`config.mk`:
```
export PLATFORM = sky130hd
export DESIGN_NAME = flash_ring_log_pointer_manager
export DESIGN_NICKNAME = d
export VERILOG_FILES = /design/src/rtl/core/frlp_pkg.sv /design/src/rtl/core/frlp_front.sv /design/src/rtl/core/frlp_queue.sv /design/src/rtl/core/frlp_back.sv /design/src/rtl/core/flash_ring_log_pointer_manager.sv
export SDC_FILE = /design/constraint.sdc
export NUM_CORES = 1
export LEC_CHECK = 0
export ABC_AREA = 1
export BUFFER_PORTS_ARGS = -buffer_cell sky130_fd_sc_hd__buf_2
export CORE_ASPECT_RATIO = 0.75
export CORE_MARGIN = 4
export CORE_UTILIZATION = 30
export DETAILED_ROUTE_END_ITERATION = 16
export SETUP_SLACK_MARGIN = 0.5
export SLEW_MARGIN = 20
export SYNTH_ARGS = -nofsm -noshare
export SYNTH_HDL_FRONTEND = slang
export SYNTH_SLANG_ARGS = --single-unit
```
`constraint.sdc`:
```
create_clock -name clk -period 8.7 [get_ports clk]
set_input_delay 1.74 -clock clk [delete_from_list [all_inputs] [get_ports clk]]
set_output_delay 1.74 -clock clk [all_outputs]
set_load 0.01 [all_outputs]
```
`src/rtl/core/frlp_pkg.sv`:
```
// ----------------------------------------------------------------------------
// frlp_pkg
// Shared types and codes for the flash ring log pointer manager.
// ----------------------------------------------------------------------------
package frlp_pkg;

    // request type codes on req_type
    localparam logic [1:0] REQ_APPEND = 2'd0;
    localparam logic [1:0] REQ_READ   = 2'd1;
    localparam logic [1:0] REQ_CLEAR  = 2'd2;

    // depth of the request queue between front and back
    localparam int QUEUE_DEPTH = 2;

    typedef enum logic [1:0] {
        CMD_ERASE = 2'd0,
        CMD_WRITE = 2'd1,
        CMD_READ  = 2'd2,
        CMD_DONE  = 2'd3
    } cmd_t;

    typedef enum logic [1:0] {
        KIND_APPEND,
        KIND_READ,
        KIND_CLEAR,
        KIND_NONE
    } req_kind_t;

    typedef struct packed {
        req_kind_t   kind;
        logic [9:0]  offset;
        logic [4:0]  burst;
    } req_entry_t;

    typedef enum logic [2:0] {
        ST_IDLE,
        ST_ERASE_HEAD,
        ST_ERASE_AHEAD,
        ST_WRITE,
        ST_READ_SETUP,
        ST_READ,
        ST_CLEAR,
        ST_DONE
    } back_state_t;

endpackage

```
`src/rtl/core/frlp_front.sv`:
```
// ----------------------------------------------------------------------------
// frlp_front
// Takes request words, classifies them and clamps the read burst length.
// ----------------------------------------------------------------------------
module frlp_front #(
    parameter int READ_BURST_MAX = 16
) (
    input  logic                 start,
    input  logic [1:0]           req_type,
    input  logic [9:0]           read_offset,
    input  logic [4:0]           read_max,
    input  logic                 full,
    output logic                 push,
    output frlp_pkg::req_entry_t entry
);
    import frlp_pkg::*;

    assign push = start && !full;

    always_comb
    begin
        entry.offset = read_offset;
        if (int'(read_max) > READ_BURST_MAX)
            entry.burst = 5'(READ_BURST_MAX);
        else
            entry.burst = read_max;
        unique case (req_type)
            REQ_APPEND: entry.kind = KIND_APPEND;
            REQ_READ:   entry.kind = KIND_READ;
            REQ_CLEAR:  entry.kind = KIND_CLEAR;
            default:    entry.kind = KIND_NONE;
        endcase
    end

endmodule

```
`src/rtl/core/frlp_queue.sv`:
```
// ----------------------------------------------------------------------------
// frlp_queue
// Short request queue that decouples the front from the command sequencer.
// ----------------------------------------------------------------------------
module frlp_queue (
    input  logic                 clk,
    input  logic                 rst_n,
    input  logic                 push,
    input  frlp_pkg::req_entry_t push_entry,
    input  logic                 pop,
    output logic                 full,
    output logic                 valid,
    output frlp_pkg::req_entry_t head_entry
);
    import frlp_pkg::*;

    localparam int PTR_W = $clog2(QUEUE_DEPTH);
    localparam int CNT_W = $clog2(QUEUE_DEPTH + 1);

    req_entry_t         entries_reg [QUEUE_DEPTH];
    logic [PTR_W-1:0]   wr_ptr_reg;
    logic [PTR_W-1:0]   rd_ptr_reg;
    logic [CNT_W-1:0]   count_reg;
    logic [CNT_W-1:0]   count_next;

    assign full       = (count_reg == CNT_W'(QUEUE_DEPTH));
    assign valid      = (count_reg != '0);
    assign head_entry = entries_reg[rd_ptr_reg];

    always_comb
    begin
        count_next = count_reg;
        if (push && !pop)
            count_next = count_reg + 1'b1;
        else if (pop && !push)
            count_next = count_reg - 1'b1;
    end

    always_ff @(posedge clk)
    begin
        if (push)
            entries_reg[wr_ptr_reg] <= push_entry;
    end

    always_ff @(posedge clk or negedge rst_n)
    begin
        if (!rst_n)
        begin
            wr_ptr_reg <= '0;
            rd_ptr_reg <= '0;
            count_reg  <= '0;
        end
        else
        begin
            if (push)
                wr_ptr_reg <= wr_ptr_reg + 1'b1;
            if (pop)
                rd_ptr_reg <= rd_ptr_reg + 1'b1;
            count_reg <= count_next;
        end
    end

    a_count_bound: assert property (@(posedge clk) disable iff (!rst_n)
        count_reg <= CNT_W'(QUEUE_DEPTH))
        else $error("queue count above depth");

    a_no_push_full: assert property (@(posedge clk) disable iff (!rst_n)
        full |-> !push)
        else $error("push into full queue");

    a_no_pop_empty: assert property (@(posedge clk) disable iff (!rst_n)
        pop |-> valid)
        else $error("pop from empty queue");

endmodule

```
`src/rtl/core/frlp_back.sv`:
```
// ----------------------------------------------------------------------------
// frlp_back
// Command sequencer: holds head/tail pointers and blank bits, issues one
// flash command word per cycle for each queued request.
// ----------------------------------------------------------------------------
module frlp_back #(
    parameter int SECTOR_COUNT     = 16,
    parameter int SLOTS_PER_SECTOR = 64
) (
    input  logic                 clk,
    input  logic                 rst_n,
    input  logic                 q_valid,
    input  frlp_pkg::req_entry_t q_entry,
    output logic                 q_pop,
    output logic                 strobe,
    output logic [1:0]           command,
    output logic [3:0]           sector_index,
    output logic [9:0]           slot_index,
    output logic [9:0]           record_count,
    output logic                 last
);
    import frlp_pkg::*;

    localparam int TOTAL  = SECTOR_COUNT * SLOTS_PER_SECTOR;
    localparam int SLOT_W = $clog2(TOTAL);
    localparam int SEC_W  = $clog2(SECTOR_COUNT);
    localparam int OFF_W  = (SLOTS_PER_SECTOR > 1) ? $clog2(SLOTS_PER_SECTOR) : 1;
    localparam int WIDE_W = ((SLOT_W > 10) ? SLOT_W : 10) + 1;

    back_state_t          state_reg, state_next;
    logic [SLOT_W-1:0]    head_lin_reg;
    logic [SEC_W-1:0]     head_sec_reg;
    logic [OFF_W-1:0]     head_off_reg;
    logic [SLOT_W-1:0]    tail_lin_reg;
    logic [SEC_W-1:0]     tail_sec_reg;
    logic [SECTOR_COUNT-1:0] blank_reg;
    logic [9:0]           off_reg;
    logic [4:0]           burst_reg;
    logic [SLOT_W-1:0]    rd_ptr_reg;
    logic [4:0]           rd_left_reg;
    logic [SEC_W-1:0]     clr_idx_reg;
    logic [SLOT_W-1:0]    count_reg;

    logic [SLOT_W-1:0]    held;
    logic [SEC_W-1:0]     ahead_sec;
    logic [SEC_W-1:0]     erase_sec;
    logic [SEC_W-1:0]     after_sec;
    logic [SLOT_W-1:0]    after_lin;
    logic                 tail_hit;
    logic [WIDE_W-1:0]    off_w;
    logic [WIDE_W-1:0]    cnt_w;
    logic [WIDE_W-1:0]    avail;
    logic [WIDE_W-1:0]    rd_sum;
    logic                 rd_none;
    logic [4:0]           rd_take;
    logic [SLOT_W-1:0]    rd_start;
    logic [SLOT_W-1:0]    rd_ptr_inc;

    // records held, modulo the ring size
    always_comb
    begin
        if (head_lin_reg >= tail_lin_reg)
            held = head_lin_reg - tail_lin_reg;
        else
            held = head_lin_reg - tail_lin_reg + SLOT_W'(TOTAL);
    end

    always_comb
    begin
        ahead_sec = (head_sec_reg == SEC_W'(SECTOR_COUNT - 1)) ? '0 : head_sec_reg + 1'b1;
        erase_sec = (state_reg == ST_ERASE_HEAD) ? head_sec_reg : ahead_sec;
        after_sec = (erase_sec == SEC_W'(SECTOR_COUNT - 1)) ? '0 : erase_sec + 1'b1;
        after_lin = SLOT_W'(int'(after_sec) * SLOTS_PER_SECTOR);
        // tail only moves when the erased sector holds the oldest record
        tail_hit  = (held != '0) && (tail_sec_reg == erase_sec);
    end

    always_comb
    begin
        off_w    = WIDE_W'(off_reg);
        cnt_w    = WIDE_W'(count_reg);
        avail    = cnt_w - off_w;
        rd_none  = (off_w >= cnt_w) || (burst_reg == '0);
        rd_take  = (avail < WIDE_W'(burst_reg)) ? 5'(avail) : burst_reg;
        // offset is below the count here, so one wrap is enough
        rd_sum   = WIDE_W'(tail_lin_reg) + off_w;
        if (rd_sum >= WIDE_W'(TOTAL))
            rd_start = SLOT_W'(rd_sum - WIDE_W'(TOTAL));
        else
            rd_start = SLOT_W'(rd_sum);
        rd_ptr_inc = (rd_ptr_reg == SLOT_W'(TOTAL - 1)) ? '0 : rd_ptr_reg + 1'b1;
    end

    // next state
    always_comb
    begin
        state_next = state_reg;
        unique case (state_reg)
            ST_IDLE:
            begin
                if (q_valid)
                begin
                    unique case (q_entry.kind)
                        KIND_APPEND:
                        begin
                            if (head_off_reg != '0)
                                state_next = ST_WRITE;
                            else if (blank_reg[head_sec_reg])
                                state_next = ST_ERASE_AHEAD;
                            else
                                state_next = ST_ERASE_HEAD;
                        end
                        KIND_READ:  state_next = ST_READ_SETUP;
                        KIND_CLEAR: state_next = ST_CLEAR;
                        default:    state_next = ST_DONE;
                    endcase
                end
            end
            ST_ERASE_HEAD:  state_next = ST_ERASE_AHEAD;
            ST_ERASE_AHEAD: state_next = ST_WRITE;
            ST_WRITE:       state_next = ST_DONE;
            ST_READ_SETUP:  state_next = rd_none ? ST_DONE : ST_READ;
            ST_READ:        state_next = (rd_left_reg == 5'd1) ? ST_DONE : ST_READ;
            ST_CLEAR:
            begin
                if (clr_idx_reg == SEC_W'(SECTOR_COUNT - 1))
                    state_next = ST_DONE;
            end
            ST_DONE:        state_next = ST_IDLE;
            default:        state_next = ST_IDLE;
        endcase
    end

    // outputs
    always_comb
    begin
        q_pop        = 1'b0;
        strobe       = 1'b0;
        command      = CMD_DONE;
        sector_index = '0;
        slot_index   = '0;
        record_count = '0;
        last         = 1'b0;
        unique case (state_reg)
            ST_IDLE:
                q_pop = q_valid;
            ST_ERASE_HEAD, ST_ERASE_AHEAD:
            begin
                strobe       = 1'b1;
                command      = CMD_ERASE;
                sector_index = 4'(erase_sec);
            end
            ST_WRITE:
            begin
                strobe     = 1'b1;
                command    = CMD_WRITE;
                slot_index = 10'(head_lin_reg);
            end
            ST_READ:
            begin
                strobe     = 1'b1;
                command    = CMD_READ;
                slot_index = 10'(rd_ptr_reg);
            end
            ST_CLEAR:
            begin
                strobe       = 1'b1;
                command      = CMD_ERASE;
                sector_index = 4'(clr_idx_reg);
            end
            ST_DONE:
            begin
                strobe       = 1'b1;
                command      = CMD_DONE;
                record_count = 10'(held);
                last         = 1'b1;
            end
            default:
                q_pop = 1'b0;
        endcase
    end

    always_ff @(posedge clk or negedge rst_n)
    begin
        if (!rst_n)
        begin
            state_reg    <= ST_IDLE;
            head_lin_reg <= '0;
            head_sec_reg <= '0;
            head_off_reg <= '0;
            tail_lin_reg <= '0;
            tail_sec_reg <= '0;
            blank_reg    <= '1;
            off_reg      <= '0;
            burst_reg    <= '0;
            rd_ptr_reg   <= '0;
            rd_left_reg  <= '0;
            clr_idx_reg  <= '0;
            count_reg    <= '0;
        end
        else
        begin
            state_reg <= state_next;
            count_reg <= held;
            unique case (state_reg)
                ST_IDLE:
                begin
                    off_reg     <= q_entry.offset;
                    burst_reg   <= q_entry.burst;
                    clr_idx_reg <= '0;
                end
                ST_ERASE_HEAD, ST_ERASE_AHEAD:
                begin
                    blank_reg[erase_sec] <= 1'b1;
                    if (tail_hit)
                    begin
                        tail_sec_reg <= after_sec;
                        tail_lin_reg <= after_lin;
                    end
                end
                ST_WRITE:
                begin
                    blank_reg[head_sec_reg] <= 1'b0;
                    head_lin_reg <= (head_lin_reg == SLOT_W'(TOTAL - 1)) ?
                                    '0 : head_lin_reg + 1'b1;
                    if (head_off_reg == OFF_W'(SLOTS_PER_SECTOR - 1))
                    begin
                        head_off_reg <= '0;
                        head_sec_reg <= ahead_sec;
                    end
                    else
                        head_off_reg <= head_off_reg + 1'b1;
                end
                ST_READ_SETUP:
                begin
                    rd_ptr_reg  <= rd_start;
                    rd_left_reg <= rd_take;
                end
                ST_READ:
                begin
                    rd_ptr_reg  <= rd_ptr_inc;
                    rd_left_reg <= rd_left_reg - 1'b1;
                end
                ST_CLEAR:
                begin
                    blank_reg[clr_idx_reg] <= 1'b1;
                    if (clr_idx_reg == SEC_W'(SECTOR_COUNT - 1))
                    begin
                        clr_idx_reg  <= '0;
                        head_lin_reg <= '0;
                        head_sec_reg <= '0;
                        head_off_reg <= '0;
                        tail_lin_reg <= '0;
                        tail_sec_reg <= '0;
                    end
                    else
                        clr_idx_reg <= clr_idx_reg + 1'b1;
                end
                default:
                begin
                end
            endcase
        end
    end

    a_gap_after_done: assert property (@(posedge clk) disable iff (!rst_n)
        (strobe && last) |=> !strobe)
        else $error("word issued right after done");

    a_head_consistent: assert property (@(posedge clk) disable iff (!rst_n)
        head_lin_reg == SLOT_W'(int'(head_sec_reg) * SLOTS_PER_SECTOR + int'(head_off_reg)))
        else $error("head slot and head sector out of step");

    a_tail_on_boundary: assert property (@(posedge clk) disable iff (!rst_n)
        tail_lin_reg == SLOT_W'(int'(tail_sec_reg) * SLOTS_PER_SECTOR))
        else $error("tail slot not at start of its sector");

    a_read_left: assert property (@(posedge clk) disable iff (!rst_n)
        (state_reg == ST_READ) |-> (rd_left_reg != '0))
        else $error("read issued with nothing left");

endmodule

```
`src/rtl/core/flash_ring_log_pointer_manager.sv`:
```
// ----------------------------------------------------------------------------
// flash_ring_log_pointer_manager
// Head/tail pointer keeper for a circular record log on sector-erased flash.
// ----------------------------------------------------------------------------
// A request word is taken on a rising edge with start high and busy low.
// req_type selects append, read range or clear; read_offset and read_max
// apply to reads only, read_max clipped to READ_BURST_MAX.
// Each request produces a run of command words on command, sector_index,
// slot_index, record_count and last, each valid for one cycle with strobe
// high; the receiver has no way to hold them off. The run always ends with a
// done word that carries the record count and has last set.
// A two-entry request queue sits between the decoder and the sequencer, so
// busy rises only when both entries wait. The sequencer issues one word per
// cycle within a run, after it fetches the request from the queue. An
// append at a sector start erases the head sector unless blank, then the
// sector ahead, before its write word; a read has a setup step and one read
// word per slot; a clear erases every sector; an unused code, done only.
// After reset the log is empty, both pointers are zero and every sector is
// marked blank; no clearing pass is needed.
// ----------------------------------------------------------------------------
module flash_ring_log_pointer_manager #(
    parameter int SECTOR_COUNT     = 16,
    parameter int SLOTS_PER_SECTOR = 64,
    parameter int READ_BURST_MAX   = 16
) (
    input  logic       clk,
    input  logic       rst_n,
    input  logic       start,
    output logic       busy,
    input  logic [1:0] req_type,
    input  logic [9:0] read_offset,
    input  logic [4:0] read_max,
    output logic       strobe,
    output logic [1:0] command,
    output logic [3:0] sector_index,
    output logic [9:0] slot_index,
    output logic [9:0] record_count,
    output logic       last
);
    import frlp_pkg::*;

    logic       push;
    logic       pop;
    logic       q_full;
    logic       q_valid;
    req_entry_t push_entry;
    req_entry_t head_entry;

    assign busy = q_full;

    frlp_front #(
        .READ_BURST_MAX (READ_BURST_MAX)
    ) u_front (
        .start       (start),
        .req_type    (req_type),
        .read_offset (read_offset),
        .read_max    (read_max),
        .full        (q_full),
        .push        (push),
        .entry       (push_entry)
    );

    frlp_queue u_queue (
        .clk        (clk),
        .rst_n      (rst_n),
        .push       (push),
        .push_entry (push_entry),
        .pop        (pop),
        .full       (q_full),
        .valid      (q_valid),
        .head_entry (head_entry)
    );

    frlp_back #(
        .SECTOR_COUNT     (SECTOR_COUNT),
        .SLOTS_PER_SECTOR (SLOTS_PER_SECTOR)
    ) u_back (
        .clk          (clk),
        .rst_n        (rst_n),
        .q_valid      (q_valid),
        .q_entry      (head_entry),
        .q_pop        (pop),
        .strobe       (strobe),
        .command      (command),
        .sector_index (sector_index),
        .slot_index   (slot_index),
        .record_count (record_count),
        .last         (last)
    );

endmodule
```
==> out/qor.txt <==
status = complete, no violations
filler cell count = 2570
CP bufs+invs = 1
Via density = 4.89
Synth Area in Simple Gates = 0.222
Critical Path AT = 2400 ps
combinational share of power = 0.496
Max H-tree Level = 4
DR pass1 iterations = 5
final setup TNS = 0 ps
clock root cell = clkbuf_16
CTS tree = done
Core ar. = 24300 um^2
Bufs on Longest Clock Path = 2
Starting DRT DRC Count = 657
first-pass GRT wire length = 32.6 mm
Worst VDD drop = 156 uV
Max Slew Vio Count = 0
pin count of the biggest net entering global routing = 68
share of layout cells above drive strength 1 = 0.141
post-route ant nets = 0
Cell Area, Placed = 8080 um^2
num ports = 49
footprint of the multi-input gates = 3540 um^2
switching share of power = 0.469
hold_buf cts = 0
fraction of registers with async set/reset = 0.728
Finish-stage setup viols = 0
average cell area after synthesis = 8.07 um^2
top_reg_cell synth = dfrtp_1
largest family of logic cells by synthesized area = simple AND/OR/NAND/NOR gates
Design Area, Final = 8690 um^2
Max Fclk = 0.242 GHz
Cell Int Power = 0.00189 W
final core occ = 0.358
CP endpoint kind = output pin
Die Area = 27600 um^2
xor and xnor area share after synthesis = 0.0292
HPWL Detailed = 15.0 mm
Initial Util = 0.308
crit share post-route = 0.476
CP max stage delay = 640 ps
Cell Area, Synth = 7490 um^2
crit path cell chain = ha_1, nand2_1, nand2_1, nand2_1, o21ai_0, nand2_1, o21ai_2, o22ai_1, buf_2
adder-cell area share of the yosys netlist = 0.0749
Worst path slowest cell = dfrtp_1
Compound-Gate Fraction of Synth Area = 0.145
antenna violations before repair = 3
CP max FO = 14
gpl congestion = 0.875
CP top delay family = flip-flops
Num CTS Buffers = 17
post-synth cell types = 49
# rows = 49
RSZ-0062 raised after global routing = false
Tmin final = 4140 ps
total power = 0.00355 W
post-synthesis sequential area ratio = 0.443
most frequent CP cell = nand2_1
Post-CTS Setup Inserts = 0
port bufs = 48
Net count, final = 1039
sequential group share of total power = 0.295
Max-Slew Margin vs Limit = 0.417
crit path launch type = flip-flop
die width = 190 um
max reg flops = 34
gr usage total = 0.150
WL per Instance = 15.3 um
worst skew pair latency = 420 ps
Post-Synthesis Cells = 928
Crit Path Class = flip-flop to output pin
Post-CTS Resized = 0
Hold WC Path Type = flip-flop to flip-flop
area grow syn2layout = 16.0%
syn_nets = 991
Critical Path RT = 6960 ps
drt total wl = 20.2 mm
sw power = 0.00167 W
Sink Count = 125
DRC viols = 0
GR Overflow Total = 0
Pwr per Cell Area = 409 nW/um^2
Synth Warn # = 0
commonest cells after routing, fill and taps aside = nand2_1, inv_1, nor2_1
Clk network pwr share = 0.209
vias in the first global route = 6012
Max Clock Skew = 8.60 ps
n_diodes = 0
Sequential Area = 3320 um^2
total of max-cap violations = 0
die height = 145 um
mux share of post-synthesis cell area = 0.00267
commonest non-fill, non-tap cell in the layout = nand2_1
EDFF count, synth = 34
final hold vios = 0
FF+latch count, synth = 125
Leak Pwr = 4.03 nW
via count = 6454
Least-Margin Pin Slew = 875 ps
Worst-path clk slew = 60 ps
cell usage after synthesis, types with 2 or more instances:
cell	count	area, um^2
nor2_4	2	22.5
clkbuf_1	17	63.8
or2_2	4	25.0
o21ai_2	5	43.8
a21oi_1	47	235
o22ai_1	15	93.8
nor4_1	3	18.8
xnor2_1	6	52.6
nor3_1	12	60.1
nand3b_1	4	30.0
o211ai_1	15	113
o21a_1	3	22.5
dfrtp_1	75	1880
nand4_1	12	75.1
xor2_1	19	166
nand2_2	7	43.8
o21ai_1	2	10.0
o31ai_1	3	22.5
nand2_1	180	676
buf_2	5	25.0
nor2_1	91	342
inv_2	8	30.0
nand3_1	59	295
a31oi_1	7	43.8
buf_4	2	15.0
nor2_2	6	37.5
fa_1	3	60.1
edfxtp_1	34	1020
o21ai_0	82	410
ha_1	40	500
a22oi_1	3	22.5
dfstp_2	16	420
mux2i_1	2	20.0
inv_1	124	465
final timing paths:
kind	from	endpoint	slack, ps	depth (start not counted)
min in group asynchronous	rst_n	u_back.head_lin_reg[3]	1230	1
min	u_back.head_lin_reg[0]	u_back.count_reg[0]	430	0
min reg2reg	u_back.head_lin_reg[0]	u_back.count_reg[0]	430	0
max in group asynchronous	rst_n	u_queue.rd_ptr_reg	6230	2
max reg2reg	u_back.count_reg[0]	u_back.rd_left_reg[1]	5270	18
max	u_back.head_sec_reg[0]	sector_index[3]	4560	9
worst reg2reg max path, cell delays in order (launching register included):
cell and delay, ps:
dfrtp_1 360, inv_1 120, ha_1 170, inv_1 80, fa_1 450, nand2_1 90
nand2_1 80, and2_1 150, xor2_1 250, ha_1 300, a21oi_1 120, a21boi_0 240
nand3_1 140, a21oi_2 270, nand2_1 180, nand2_1 100, nand3_1 80, nand2_1 100
nand2_1 50
kinds of logic (layout without fill, tap and decap cells):
logic type      count (synthesis)  count (layout)
compound gates                190             190
xor+xnor                       25              25
fa+ha+maj                      43              43
buf+inv                       160             221
simple gates                  383             383
flops                         125             125
mux                             2               2
layer usage:
metal | wire [um] | vias up | track usage
li1 | - | 3184 | -
met1 | 10300 | 3009 | 0.234
met2 | 7800 | 230 | 0.200
met3 | 1850 | 25 | 0.0444
met4 | 245 | 6 | 0.0400
met5 | 28 | - | 0
area by class of cell:
cell class              instances  share of cell area
inverters                     135              0.0587
multi-input cells             643               0.408
repair buffers                 54              0.0331
flip-flops and latches        125               0.382
clock inverters                14              0.0212
well taps                     331              0.0477
clock buffers                  18              0.0494
stage by stage:
step	hold slack [ps]	setup WS, ps	cells
2_1_floorplan	395	5560	928
3_3_place_gp	428	5100	1288
3_5_place_dp	421	5040	1288
4_1_cts	442	4590	1320
5_1_grt	460	4410	1320
6_report	433	4560	1320
power by group through the flow:
| stage | Sequential (W) | Combinational (W) | Clock, W |
|---|---|---|---|
| floorplan | 0.000967 | 0.00132 | 0 |
| global placement | 0.00105 | 0.00173 | 0 |
| detailed placement | 0.00105 | 0.00173 | 0 |
| CTS | 0.00105 | 0.00175 | 0.000760 |
| global route | 0.00108 | 0.00200 | 0.000784 |
| finish | 0.00105 | 0.00176 | 0.000744 |
Power figures use the tool's default switching activity.
